`config.mk`:
```
export PLATFORM = sky130hd
export DESIGN_NAME = pixel_to_grayscale_converter
export DESIGN_NICKNAME = d
export VERILOG_FILES = /design/src/rtl/core/p2g_pkg.sv /design/src/rtl/core/pixel_to_grayscale_converter.sv /design/src/rtl/core/p2g_div.sv /design/src/rtl/core/p2g_yuv.sv /design/src/rtl/core/p2g_luma.sv
export VERILOG_INCLUDE_DIRS = /design/src /design/src/rtl/core
export SDC_FILE = /design/constraint.sdc
export NUM_CORES = 2
export LEC_CHECK = 0
export BUFFER_PORTS_ARGS = -buffer_cell sky130_fd_sc_hd__buf_2
export CAP_MARGIN = 10
export CORE_ASPECT_RATIO = 0.8
export CORE_MARGIN = 5
export CORE_UTILIZATION = 59
export DETAILED_ROUTE_END_ITERATION = 10
export PLACE_DENSITY = 0.78
export SKIP_LAST_GASP = 1
export SLEW_MARGIN = 20
export SYNTH_ARGS = -nofsm -noshare
export SYNTH_HDL_FRONTEND = slang
export SYNTH_SLANG_ARGS = --single-unit
```
`constraint.sdc`:
```
create_clock -name clk -period 7.15 [get_ports clk]
set_input_delay 1.0725 -clock clk [delete_from_list [all_inputs] [get_ports clk]]
set_output_delay 1.0725 -clock clk [all_outputs]
set_load 0.01 [all_outputs]
```
`src/rtl/core/assert_macros.svh`:
```
// ----------------------------------------------------------------------------
// Assertion macros
// Concurrent assertion wrappers for the grayscale converter RTL.
// ----------------------------------------------------------------------------
`ifndef ASSERT_MACROS_SVH
`define ASSERT_MACROS_SVH

`ifndef NO_ASSERTIONS

// prop must hold at every clock edge outside reset
`define P2G_ASSERT(lbl, clk, rstn, prop) \
  lbl: assert property (@(posedge clk) disable iff (!rstn) prop) \
    else $error("p2g assertion failed");

// cond must never be true outside reset
`define P2G_ASSERT_NEVER(lbl, clk, rstn, cond) \
  lbl: assert property (@(posedge clk) disable iff (!rstn) !(cond)) \
    else $error("p2g forbidden condition seen");

`else

`define P2G_ASSERT(lbl, clk, rstn, prop)
`define P2G_ASSERT_NEVER(lbl, clk, rstn, cond)

`endif

`endif

```
`src/rtl/core/p2g_pkg.sv`:
```
// ----------------------------------------------------------------------------
// p2g_pkg
// Types, modes and constants of the pixel to grayscale converter.
// ----------------------------------------------------------------------------
package p2g_pkg;

  typedef enum logic [1:0] {
    MODE_RGB        = 2'd0,
    MODE_PREMUL     = 2'd1,
    MODE_YUV_INT    = 2'd2,
    MODE_YUV_APPROX = 2'd3
  } conv_mode_t;

  // divider: two quotient bits per stage, eight quotient bits total
  localparam int DIV_BITS_PER_STAGE = 2;
  localparam int DIV_STAGES         = 8 / DIV_BITS_PER_STAGE;
  // front stage, divider stages, two luma stages
  localparam int NUM_STAGES         = DIV_STAGES + 3;
  localparam int LUMA_A_STAGE       = DIV_STAGES + 1;
  localparam int LUMA_B_STAGE       = DIV_STAGES + 2;

  typedef logic [NUM_STAGES-1:0] stage_en_t;

  typedef struct packed {
    logic [7:0] r;
    logic [7:0] g;
    logic [7:0] b;
  } rgb_t;

  // YUV arithmetic width
  localparam int YUV_W = 20;

  localparam logic signed [YUV_W-1:0] K_Y_INT   = 298;
  localparam logic signed [YUV_W-1:0] K_R_INT   = 409;
  localparam logic signed [YUV_W-1:0] K_GU_INT  = 100;
  localparam logic signed [YUV_W-1:0] K_GV_INT  = 208;
  localparam logic signed [YUV_W-1:0] K_B_INT   = 516;
  localparam logic signed [YUV_W-1:0] K_R_Q10   = 1441;
  localparam logic signed [YUV_W-1:0] K_GU_Q10  = 354;
  localparam logic signed [YUV_W-1:0] K_GV_Q10  = 734;
  localparam logic signed [YUV_W-1:0] K_B_Q10   = 1822;
  localparam logic signed [YUV_W-1:0] OFS_Y     = 16;
  localparam logic signed [YUV_W-1:0] OFS_C     = 128;
  localparam logic signed [YUV_W-1:0] RND_INT   = 128;
  localparam logic signed [YUV_W-1:0] MAX8      = 255;

  // gray weights, Q10
  localparam logic [9:0] W_R      = 10'd306;
  localparam logic [9:0] W_G      = 10'd601;
  localparam logic [9:0] W_B      = 10'd117;
  localparam logic [9:0] LUMA_RND = 10'd512;

endpackage

```
`src/rtl/core/pixel_to_grayscale_converter.sv`:
```
// ----------------------------------------------------------------------------
// pixel_to_grayscale_converter
// Takes one item per cycle while the output is not stalled.
// Depth set by the 4-stage radix-4 unpremultiply divider plus a front stage
// and two gray weighting stages. Empty stages fill while the output stalls.
// Reset clears all stage valid bits and sets the mode to plain RGB.
// ----------------------------------------------------------------------------
`include "assert_macros.svh"

module pixel_to_grayscale_converter (
  input  logic       clk,
  input  logic       rst_n,
  input  logic       cfg_wr_en,
  input  logic [1:0] cfg_wr_data,
  input  logic       in_valid,
  output logic       in_stall,
  input  logic [7:0] in_first_chan,
  input  logic [7:0] in_second_chan,
  input  logic [7:0] in_third_chan,
  input  logic [7:0] in_alpha_chan,
  output logic       out_valid,
  input  logic       out_stall,
  output logic [7:0] out_gray_value
);
  import p2g_pkg::*;

  typedef struct packed {
    rgb_t       chan;
    conv_mode_t mode;
  } pix_t;

  conv_mode_t          conv_mode_r;
  stage_en_t           vld_r;
  stage_en_t           vld_in;
  stage_en_t           stage_en;
  logic [NUM_STAGES:0] rdy;
  pix_t                pix_r [0:DIV_STAGES];
  rgb_t                div_rgb;
  rgb_t                yuv_rgb;
  rgb_t                sel_rgb;
  logic                in_acc;
  logic                out_acc;
  int                  occ;
  int                  occ_exp;

  always_ff @(posedge clk) begin
    if (!rst_n) begin
      conv_mode_r <= MODE_RGB;
    end else if (cfg_wr_en) begin
      conv_mode_r <= conv_mode_t'(cfg_wr_data);
    end
  end

  // a stage loads when empty or when its content moves on
  always_comb begin
    rdy[NUM_STAGES] = !out_stall;
    for (int k = NUM_STAGES - 1; k >= 0; k--) begin
      rdy[k] = !vld_r[k] || rdy[k+1];
    end
    stage_en = rdy[NUM_STAGES-1:0];
    vld_in   = {vld_r[NUM_STAGES-2:0], in_valid};
  end

  always_ff @(posedge clk) begin
    if (!rst_n) begin
      vld_r <= '0;
    end else begin
      for (int k = 0; k < NUM_STAGES; k++) begin
        if (stage_en[k]) begin
          vld_r[k] <= vld_in[k];
        end
      end
    end
  end

  always_ff @(posedge clk) begin
    if (stage_en[0]) begin
      pix_r[0] <= '{chan: '{r: in_first_chan, g: in_second_chan, b: in_third_chan},
                    mode: conv_mode_r};
    end
    for (int k = 1; k <= DIV_STAGES; k++) begin
      if (stage_en[k]) begin
        pix_r[k] <= pix_r[k-1];
      end
    end
  end

  p2g_div u_div_r (
    .clk      (clk),
    .stage_en (stage_en),
    .chan     (in_first_chan),
    .alpha    (in_alpha_chan),
    .quo      (div_rgb.r)
  );

  p2g_div u_div_g (
    .clk      (clk),
    .stage_en (stage_en),
    .chan     (in_second_chan),
    .alpha    (in_alpha_chan),
    .quo      (div_rgb.g)
  );

  p2g_div u_div_b (
    .clk      (clk),
    .stage_en (stage_en),
    .chan     (in_third_chan),
    .alpha    (in_alpha_chan),
    .quo      (div_rgb.b)
  );

  p2g_yuv u_yuv (
    .clk      (clk),
    .stage_en (stage_en),
    .mode     (conv_mode_r),
    .y_in     (in_first_chan),
    .u_in     (in_second_chan),
    .v_in     (in_third_chan),
    .rgb      (yuv_rgb)
  );

  always_comb begin
    case (pix_r[DIV_STAGES].mode)
      MODE_RGB:                      sel_rgb = pix_r[DIV_STAGES].chan;
      MODE_PREMUL:                   sel_rgb = div_rgb;
      MODE_YUV_INT, MODE_YUV_APPROX: sel_rgb = yuv_rgb;
      default:                       sel_rgb = pix_r[DIV_STAGES].chan;
    endcase
  end

  p2g_luma u_luma (
    .clk      (clk),
    .stage_en (stage_en),
    .rgb_in   (sel_rgb),
    .gray     (out_gray_value)
  );

  assign in_stall  = !rdy[0];
  assign out_valid = vld_r[NUM_STAGES-1];
  assign in_acc    = in_valid && !in_stall;
  assign out_acc   = out_valid && !out_stall;
  assign occ       = $countones(vld_r);
  assign occ_exp   = occ + int'(in_acc) - int'(out_acc);

  // input only backs up once every stage holds an item
  `P2G_ASSERT_NEVER(a_stall_with_bubble, clk, rst_n, in_stall && !(&vld_r))
  // items in flight change only by accepts on either side
  `P2G_ASSERT(a_item_count, clk, rst_n, 1'b1 |=> (occ == $past(occ_exp)))
  // a held result stays put while stalled
  `P2G_ASSERT(a_out_hold, clk, rst_n, (out_valid && out_stall) |=> (out_valid && $stable(out_gray_value)))

endmodule

```
`src/rtl/core/p2g_div.sv`:
```
// ----------------------------------------------------------------------------
// p2g_div
// Pipelined unpremultiply: (chan*255)/alpha, saturated at 255, zero on
// zero alpha. Restoring division, two quotient bits per stage.
// ----------------------------------------------------------------------------
module p2g_div (
  input  logic                clk,
  input  p2g_pkg::stage_en_t  stage_en,
  input  logic [7:0]          chan,
  input  logic [7:0]          alpha,
  output logic [7:0]          quo
);
  import p2g_pkg::*;

  typedef struct packed {
    logic [7:0] rem;
    logic [7:0] low;
    logic [7:0] quo;
    logic [7:0] dvs;
    logic       force_hi;
    logic       force_zero;
  } div_st_t;

  function automatic div_st_t div_advance(div_st_t s);
    div_st_t    t;
    logic [8:0] trial;
    t = s;
    for (int i = 0; i < DIV_BITS_PER_STAGE; i++) begin
      trial = {t.rem, t.low[7]};
      t.low = {t.low[6:0], 1'b0};
      if (trial >= {1'b0, t.dvs}) begin
        trial = trial - {1'b0, t.dvs};
        t.quo = {t.quo[6:0], 1'b1};
      end else begin
        t.quo = {t.quo[6:0], 1'b0};
      end
      t.rem = trial[7:0];
    end
    return t;
  endfunction

  div_st_t     st_r [0:DIV_STAGES];
  div_st_t     front_nxt;
  logic [15:0] num;

  // chan < alpha keeps the quotient below 256 and the top byte below alpha
  always_comb begin
    num                  = {chan, 8'h00} - {8'h00, chan};
    front_nxt.rem        = num[15:8];
    front_nxt.low        = num[7:0];
    front_nxt.quo        = '0;
    front_nxt.dvs        = alpha;
    front_nxt.force_hi   = (chan >= alpha);
    front_nxt.force_zero = (alpha == 8'h00);
  end

  always_ff @(posedge clk) begin
    if (stage_en[0]) begin
      st_r[0] <= front_nxt;
    end
    for (int k = 1; k <= DIV_STAGES; k++) begin
      if (stage_en[k]) begin
        st_r[k] <= div_advance(st_r[k-1]);
      end
    end
  end

  always_comb begin
    if (st_r[DIV_STAGES].force_zero) begin
      quo = 8'h00;
    end else if (st_r[DIV_STAGES].force_hi) begin
      quo = 8'hFF;
    end else begin
      quo = st_r[DIV_STAGES].quo;
    end
  end

endmodule

```
`src/rtl/core/p2g_yuv.sv`:
```
// ----------------------------------------------------------------------------
// p2g_yuv
// YUV to RGB for the integer BT.601 and the Q10 approximate paths, with
// clamping, delayed to line up with the divider.
// ----------------------------------------------------------------------------
module p2g_yuv (
  input  logic                clk,
  input  p2g_pkg::stage_en_t  stage_en,
  input  p2g_pkg::conv_mode_t mode,
  input  logic [7:0]          y_in,
  input  logic [7:0]          u_in,
  input  logic [7:0]          v_in,
  output p2g_pkg::rgb_t       rgb
);
  import p2g_pkg::*;

  function automatic logic [7:0] clamp8(logic signed [YUV_W-1:0] x);
    if (x < 0) begin
      return 8'h00;
    end else if (x > MAX8) begin
      return 8'hFF;
    end else begin
      return x[7:0];
    end
  endfunction

  logic                    approx;
  logic signed [YUV_W-1:0] y_s, d_s, e_s;
  logic signed [YUV_W-1:0] base_nxt, rt_nxt, gt_nxt, bt_nxt;
  logic signed [YUV_W-1:0] base_r, rt_r, gt_r, bt_r;
  logic                    approx_r;
  logic signed [YUV_W-1:0] sum_r, sum_g, sum_b;
  rgb_t                    rgb_nxt;
  rgb_t                    rgb_r [1:DIV_STAGES];

  always_comb begin
    approx = (mode == MODE_YUV_APPROX);
    y_s    = $signed({{(YUV_W-8){1'b0}}, y_in});
    d_s    = $signed({{(YUV_W-8){1'b0}}, u_in}) - OFS_C;
    e_s    = $signed({{(YUV_W-8){1'b0}}, v_in}) - OFS_C;
    if (approx) begin
      base_nxt = y_s <<< 10;
      rt_nxt   = K_R_Q10 * e_s;
      gt_nxt   = -((K_GU_Q10 * d_s) + (K_GV_Q10 * e_s));
      bt_nxt   = K_B_Q10 * d_s;
    end else begin
      base_nxt = (K_Y_INT * (y_s - OFS_Y)) + RND_INT;
      rt_nxt   = K_R_INT * e_s;
      gt_nxt   = -((K_GU_INT * d_s) + (K_GV_INT * e_s));
      bt_nxt   = K_B_INT * d_s;
    end
  end

  always_ff @(posedge clk) begin
    if (stage_en[0]) begin
      base_r   <= base_nxt;
      rt_r     <= rt_nxt;
      gt_r     <= gt_nxt;
      bt_r     <= bt_nxt;
      approx_r <= approx;
    end
  end

  // floor shift then clamp
  always_comb begin
    sum_r = base_r + rt_r;
    sum_g = base_r + gt_r;
    sum_b = base_r + bt_r;
    if (approx_r) begin
      rgb_nxt.r = clamp8(sum_r >>> 10);
      rgb_nxt.g = clamp8(sum_g >>> 10);
      rgb_nxt.b = clamp8(sum_b >>> 10);
    end else begin
      rgb_nxt.r = clamp8(sum_r >>> 8);
      rgb_nxt.g = clamp8(sum_g >>> 8);
      rgb_nxt.b = clamp8(sum_b >>> 8);
    end
  end

  always_ff @(posedge clk) begin
    if (stage_en[1]) begin
      rgb_r[1] <= rgb_nxt;
    end
    for (int k = 2; k <= DIV_STAGES; k++) begin
      if (stage_en[k]) begin
        rgb_r[k] <= rgb_r[k-1];
      end
    end
  end

  assign rgb = rgb_r[DIV_STAGES];

endmodule

```
`src/rtl/core/p2g_luma.sv`:
```
// ----------------------------------------------------------------------------
// p2g_luma
// Gray weighting (306R + 601G + 117B + 512) >> 10 in two stages.
// ----------------------------------------------------------------------------
module p2g_luma (
  input  logic               clk,
  input  p2g_pkg::stage_en_t stage_en,
  input  p2g_pkg::rgb_t      rgb_in,
  output logic [7:0]         gray
);
  import p2g_pkg::*;

  logic [16:0] pr_nxt, pr_r;
  logic [17:0] pg_nxt, pg_r;
  logic [14:0] pb_nxt, pb_r;
  logic [17:0] sum;
  logic [7:0]  gray_r;

  always_comb begin
    pr_nxt = 17'(rgb_in.r) * 17'(W_R);
    pg_nxt = 18'(rgb_in.g) * 18'(W_G);
    pb_nxt = 15'(rgb_in.b) * 15'(W_B);
    sum    = 18'(pr_r) + pg_r + 18'(pb_r) + 18'(LUMA_RND);
  end

  always_ff @(posedge clk) begin
    if (stage_en[LUMA_A_STAGE]) begin
      pr_r <= pr_nxt;
      pg_r <= pg_nxt;
      pb_r <= pb_nxt;
    end
    if (stage_en[LUMA_B_STAGE]) begin
      gray_r <= sum[17:10];
    end
  end

  assign gray = gray_r;

endmodule

```
Yosys cells after proc, flatten, opt, wreduce, memory -nomap -nowiden
Memory sizes are Yosys's and may differ from the RTL's.
Index checks and enable logic that the tools add are counted.
{"block": "totals", "wordCells": 257, "regBits": 147, "ram_bits": 736, "input_bits": 39, "memories": 5, "output_inout_bits": 10}
{"block": "classes", "add_sub_neg": 41, "multipliers": 12, "order_cmp": 39, "eq_ne": 4, "reduce_logical": 19, "n_mux": 118}
{"memory": "u_div_b.st_r", "words": 5, "width": 34, "rd": 5, "rd_ports_with_merged_regs": 0, "wr": 5, "line_no": "p2g_div.sv:42", "source": "div_st_t st_r [0:DIV_STAGES];"}
{"memory": "u_div_g.st_r", "words": 5, "width": 34, "rd": 5, "rd_ports_with_merged_regs": 0, "wr": 5, "line_no": "p2g_div.sv:42"}
{"memory": "u_div_r.st_r", "words": 5, "width": 34, "rd": 5, "rd_ports_with_merged_regs": 0, "wr": 5, "line_no": "p2g_div.sv:42"}
{"memory": "pix_r", "words": 5, "width": 26, "rd": 5, "rd_ports_with_merged_regs": 0, "wr": 5, "line_no": "pixel_to_grayscale_converter.sv:37", "source": "pix_t pix_r [0:DIV_STAGES];"}
{"memory": "u_yuv.rgb_r", "words": 4, "width": 24, "rd": 4, "rd_ports_with_merged_regs": 0, "wr": 4, "line_no": "p2g_yuv.sv:34", "source": "rgb_t rgb_r [1:DIV_STAGES];"}
{"op": "2-to-1 mux 8 bit", "n": 78}
{"op": "greater-or-equal comparator 9 x 8 -> 1 bit", "n": 24}
{"op": "subtractor 8 bit", "n": 24}
{"op": "adder 20 bit", "n": 5}
{"op": "one-hot mux 24 bit (3 select lines)", "n": 1}
{"op": "2-to-1 mux 20 bit", "n": 3}
{"op": "subtractor 16 x 8 -> 16 bit", "n": 3}
{"op": "multiplier 9 x 20 -> 19 bit (first input constant)", "n": 2}
{"op": "negator 20 bit", "n": 2}
{"op": "greater-than comparator 12 x 9 -> 1 bit (second input constant)", "n": 3}
{"op": "less-than comparator 12 x 1 -> 1 bit (second input constant)", "n": 3}
{"op": "2-to-1 mux 1 bit", "n": 34}
{"op": "greater-than comparator 10 x 9 -> 1 bit (second input constant)", "n": 3}
{"op": "less-than comparator 10 x 1 -> 1 bit (second input constant)", "n": 3}
{"op": "greater-or-equal comparator 8 bit", "n": 3}
{"op": "2-to-1 mux 24 bit", "n": 1}
{"op": "adder 20 x 9 -> 20 bit (second input constant)", "n": 1}
{"op": "multiplier 10 x 20 -> 19 bit (first input constant)", "n": 1}
{"op": "multiplier 10 x 20 -> 20 bit (first input constant)", "n": 1}
{"op": "multiplier 11 x 20 -> 19 bit (first input constant)", "n": 1}
{"op": "multiplier 12 x 20 -> 20 bit (first input constant)", "n": 1}
{"op": "multiplier 5 x 20 -> 16 bit (first input constant)", "n": 1}
{"op": "multiplier 6 x 20 -> 18 bit (first input constant)", "n": 1}
{"op": "multiplier 9 x 20 -> 18 bit (first input constant)", "n": 1}
{"op": "other kinds (16)", "n": 33}

Depth between registers and ports, before layout
{"block": "logic_depth", "depth_word": 11, "mapped_depth": 29, "mapped_depth_nobuf": 28}

Hierarchy
Synthesis repeated with hierarchy kept, for this count alone.
{"block": "unflattened", "hier_cells": 4610, "hier_area_um2": 52267.6}
{"mod": "p2g_yuv", "cells_each": 2002, "area_per_inst_um2": 20193.1, "n_inst": 1}
{"mod": "p2g_div (u_div_b)", "cells_each": 618, "area_per_inst_um2": 7234.4, "n_inst": 1}
{"mod": "p2g_div (u_div_g)", "cells_each": 611, "area_per_inst_um2": 7099.3, "n_inst": 1}
{"mod": "p2g_div (u_div_r)", "cells_each": 615, "area_per_inst_um2": 6993.0, "n_inst": 1}
{"mod": "p2g_luma", "cells_each": 518, "area_per_inst_um2": 5987.0, "n_inst": 1}
{"mod": "pixel_to_grayscale_converter", "cells_each": 246, "area_per_inst_um2": 4760.8, "n_inst": 1}

Worst setup path before layout
OpenSTA, ideal clock, no wires.
{"block": "synth_path", "path_kind": "input port to flip-flop", "start": "in in_third_chan[7]", "end": "reg u_yuv.gt_r[19] (data pin)", "arrival_ns": 6.899, "cell_stages": 25, "required_time_ns": 6.880, "n_path_buf": 1, "setup_slack_ns": -0.019, "setup_ns": 0.270, "path_cell_list": "clkbuf_1 -> inv_2 -> ha_1 -> inv_1 -> ha_1 -> fa_1 -> fa_1 -> inv_1 -> fa_1 -> inv_1 -> ha_1 -> nand3_1 -> o221ai_1 -> o41ai_1 -> xnor2_1 -> ha_1 -> ha_1 -> and3_1 -> a221oi_1 -> o21ai_0 -> a211oi_1 -> a21oi_1 -> xnor2_1 -> xnor2_1 -> mux2i_1"}
{"block": "synth_via", "elab_chain_len": 5, "elab_cells_between_ends": 8, "cone_classes": "add/sub: 5; mul: 2; mux: 1"}
{"item": "from (decl)", "line_no": "pixel_to_grayscale_converter.sv:19", "source": "input logic [7:0] in_third_chan,"}
{"item": "subtractor 8 x 8 -> 9 bit (*)", "line_no": "p2g_yuv.sv:40", "source": "e_s = $signed({{(YUV_W-8){1'b0}}, v_in}) - OFS_C;"}
{"item": "multiplier 5 x 20 -> 16 bit or multiplier 10 x 20 -> 19 bit (tied branches)", "line_no": "p2g_yuv.sv:49, p2g_yuv.sv:44"}
{"item": "adder 20 bit, on equally long branches", "line_no": "p2g_yuv.sv:49, p2g_yuv.sv:44"}
{"item": "negator 20 bit, on equally long branches", "line_no": "p2g_yuv.sv:49, p2g_yuv.sv:44"}
{"item": "2-to-1 mux 20 bit (*)", "line_no": "p2g_yuv.sv:41", "source": "if (approx) begin"}
{"item": "via u_yuv.gt_nxt[19]", "line_no": "p2g_yuv.sv:29", "source": "logic signed [YUV_W-1:0] base_nxt, rt_nxt, gt_nxt, bt_nxt;"}
{"item": "to (signal assigned)", "line_no": "p2g_yuv.sv:58", "source": "gt_r <= gt_nxt;"}
{"item": "to (decl)", "line_no": "p2g_yuv.sv:30", "source": "logic signed [YUV_W-1:0] base_r, rt_r, gt_r, bt_r;"}
The timed path passes the listed nets; every way through them passes the cells marked *.
A chain may end at the register's enable or synchronous reset.

Worst setup path in the final report
{"block": "layout_path", "start": "in in_third_chan[2]", "end": "reg u_yuv.gt_r[19] (data pin)"}
Same word-level chain as after synthesis.

==> results.md <==
• complete, no violations — result of the run
• 79 — maximum number of pins on one net before global-route repair
• 0.418 — Switching Share
• sky130_fd_sc_hd__edfxtp_1 — main flop type after synthesis
• 48 — port bufs
• 623 — clk sinks
• 5516 — net count reported at finish
• 5 — count of buffer and inverter cells on the critical path
• 49 — IO Count
• sky130_fd_sc_hd__ha_1 (821), sky130_fd_sc_hd__edfxtp_1 (614), sky130_fd_sc_hd__inv_1 (575), sky130_fd_sc_hd__xnor2_1 (226), sky130_fd_sc_hd__nor2_1 (220) — most used cells in the layout excluding fill and tap cells
• 0.0151 W — internal power summed over all cells
• adder cells — largest family of logic cells by synthesized area
• 0.925 — gpl congestion
• 88 — number of different library cells in the post-synthesis netlist
• 7.53 ns — required time of the worst setup path
• 623 — Synth Register Bits
• 0.66 ns — clock network latency to the later pin of the worst-skew pair
• 5633 — non-filler instance count after layout
• primary input — Critical Path Start Type
• 6.66 ns — time the worst path needs with I/O delays and setup
• 0 — count of hold buffers inserted by post-cts repair
• 491 nW/um^2 — total power density per cell area
• 0 — ys async rst share
• 0 — Max Slew Vio Count
• 0 — GRT overflow
• 94 — placement row count
• 1.05 ns — actual slew at the worst max-slew pin
• 0.0824 — post-synthesis share of cell area spent on and, or, nand and nor gates
• 5.75 — via density per instance
• 8 — router iterations before antenna repair
• 0.55 ns — longest individual stage delay on the worst path
• 0.06 ns — clock-pin slew on the worst setup and hold paths
• 0 — Post-CTS Resized
• 4322 — count of mapped cells out of synthesis
• 3 — Max Root-Sink Buffers
• 0.257 — GRT Resource Usage Total
• 61 — clock buffer count from CTS
• 32400 — count of vias placed by the detailed router
• 2 — maximum level of the CTS H-tree
• 266 um — height of the die
• 178000 um — global-route wire length before repair
• 0.0108 W — Net Switching
• primary input to register — Critical Setup Path Class
• 0.0956 — share of final-layout standard cells stronger than drive strength 1
• 0.384 — post-synthesis sequential area ratio
• 331 um — die width
• 5 — Critical Path Fanout Max
• 50600 um^2 — Post-DP Area
• 24.3 nW — Pleak
• 0.0612 — synthesized-area fraction occupied by xor and xnor cells
• 0 — DRC
• register to register — classification of the worst-slack hold path
• 0.286 — adder-cell area share of the yosys netlist
• 5362 — synthesized net count
• 0 — total setup buffers inserted after CTS
• 112000 um — detailed-route wire length
• 0 — # setup viols final
• 0 — number of diodes added for antenna fixing
• 0 — antenna-violating nets left
• 7.04 ns — data arrival time at the worst-slack endpoint
• 0.576 mV — worst vdd rail ir drop
• 88100 um^2 — Die Outline Area
• 0.0650 ns — worst clock skew
• 614 — Post-synth EDFFs
• 0 — max-cap violations
• 0 — Fin. Hold Viols
• 81900 um^2 — core area
• 0 — Synthesis Warnings
• 0.102 — synthesized-area fraction occupied by ao, oa, aoi and oai cells
• adder cells — Top delay family on crit path
• 0.0352 — post-synthesis mux area share
• sky130_fd_sc_hd__ha_1 — most frequent standard cell in the layout excluding fill and tap cells
• 150 MHz — achievable frequency
• 87200 um — DPL Wire Length
• built — TritonCTS clock tree
• 0.247 — relative contribution of sequential cells to total power
• 8.86% — area grow syn2layout
• 5517 — number of placed instances, taps included
• 52800 um^2 — post-route standard cell area excluding fillers
• sky130_fd_sc_hd__clkbuf_16 — CTS Root Cell
• 0.620 — combinational power share
• register — type of element capturing the critical path
• 48500 um^2 — post-synthesis cell area
• 0.368 ns — Hold WS
• 0.931 — portion of the clock cycle consumed by the worst path in the final layout
• 0.302 — Max-slew headroom
• 0.645 — end-of-flow core utilization
• 19.9 um — post-detailed-route wirelength per cell
• 0.133 — power share of the clock group
• 2525 — count of routing violations after the opening detailed-route iteration
• 32400 — number of global-route vias before repair
• sky130_fd_sc_hd__fa_1 — slowest stage cell on the critical path
• 1 — initial antenna violation count
• 0.593 — Starting Density
• no — RSZ-0062 raised after global routing
• 11.2 um^2 — per-instance average area after synthesis
Yosys cell counts, drive strengths merged (7+ instances only):
| library cell | n | area (um^2) |
|---|---|---|
| a211oi | 32 | 250 |
| a21boi | 29 | 218 |
| a21o | 97 | 728 |
| a21oi | 200 | 1020 |
| a221oi | 26 | 282 |
| a31oi | 25 | 163 |
| and2 | 21 | 133 |
| and3 | 24 | 150 |
| buf | 12 | 73.8 |
| clkbuf | 37 | 140 |
| dfxtp | 9 | 180 |
| edfxtp | 614 | 18400 |
| fa | 180 | 3600 |
| ha | 821 | 10300 |
| inv | 581 | 2180 |
| mux2 | 124 | 1400 |
| mux2i | 31 | 310 |
| nand2 | 210 | 788 |
| nand2b | 51 | 319 |
| nand3 | 59 | 300 |
| nand4 | 31 | 194 |
| nor2 | 220 | 826 |
| nor2b | 96 | 601 |
| nor3 | 43 | 220 |
| o211ai | 13 | 97.6 |
| o21a | 30 | 225 |
| o21ai | 195 | 991 |
| o21bai | 38 | 285 |
| o31ai | 12 | 90.1 |
| or2 | 18 | 113 |
| or3 | 22 | 143 |
| or4 | 7 | 52.6 |
| xnor2 | 227 | 2000 |
| xor2 | 111 | 972 |
cell type report:
class / instances / area, um^2
clock buffer: 76 / 1650
clock inverter: 40 / 509
fill: 6206 / 29100
inverter: 581 / 2190
multi-input combinational: 3069 / 27500
sequential: 623 / 18600
tap: 1104 / 1380
timing repair buffer: 140 / 931
sequential cells by signal, indices dropped and copies added, names as in the netlist:
| name | cells |
|---|---|
| pix_r | 127 |
| u_yuv.approx_r | 1 |
| u_yuv.rgb_r | 96 |
| u_div_g.st_r | 91 |
| conv_mode_r | 2 |
| u_luma.pb_r | 15 |
| u_luma.pr_r | 16 |
| u_luma.gray | 8 |
| u_yuv.rt_r | 20 |
| u_luma.pg_r | 18 |
| u_div_b.st_r | 73 |
| u_yuv.bt_r | 19 |
| u_yuv.base_r | 19 |
| u_div_r.st_r | 92 |
| u_yuv.gt_r | 19 |
| vld_r | 7 |
power by group through the flow:
stage,logic (W),clock network (W),registers [W]
finish,0.0161,0.00344,0.00640
global route,0.0180,0.00365,0.00649
CTS,0.0160,0.00349,0.00640
detailed placement,0.0157,0,0.00645
global placement,0.0153,0,0.00641
floorplan,0.0120,0,0.00615
worst paths after layout:
| path | from | to | slack [ns] | cells after the start |
|---|---|---|---|---|
| setup / recovery | in_third_chan[2] | u_yuv.gt_r[19] | 0.49 | 26 |
| hold / removal | u_div_b.st_r[0][114] | u_div_b.st_r[0][150] | 0.37 | 0 |
| setup reg to reg | u_div_g.st_r[0][37] | u_div_b.st_r[0][101] | 1.11 | 21 |
| hold reg to reg | u_div_b.st_r[0][114] | u_div_b.st_r[0][150] | 0.37 | 0 |
per-stage QoR:
stage	TNS (ns)	power, W	setup slack [ns]
after floorplan	0	0.0181	0.0452
after CTS	0	0.0259	0.535
after global routing	0	0.0281	0.0569
after detailed placement	-0.181	0.0222	-0.132
after global placement	-0.175	0.0217	-0.122
final	0	0.0259	0.490
cell families after synthesis:
kind of cell,count (synthesis)
simple gates,819
buf+inv,630
xor+xnor,338
fa+ha+maj,1001
compound gates,756
mux,155
flops,623
routing by layer:
metal,GRT usage,part of all wire
met1,0.375,0.46
met2,0.406,0.44
met3,0.0319,0.063
met4,0.0782,0.035
met5,0,0
(Power assumes the default switching activity.)
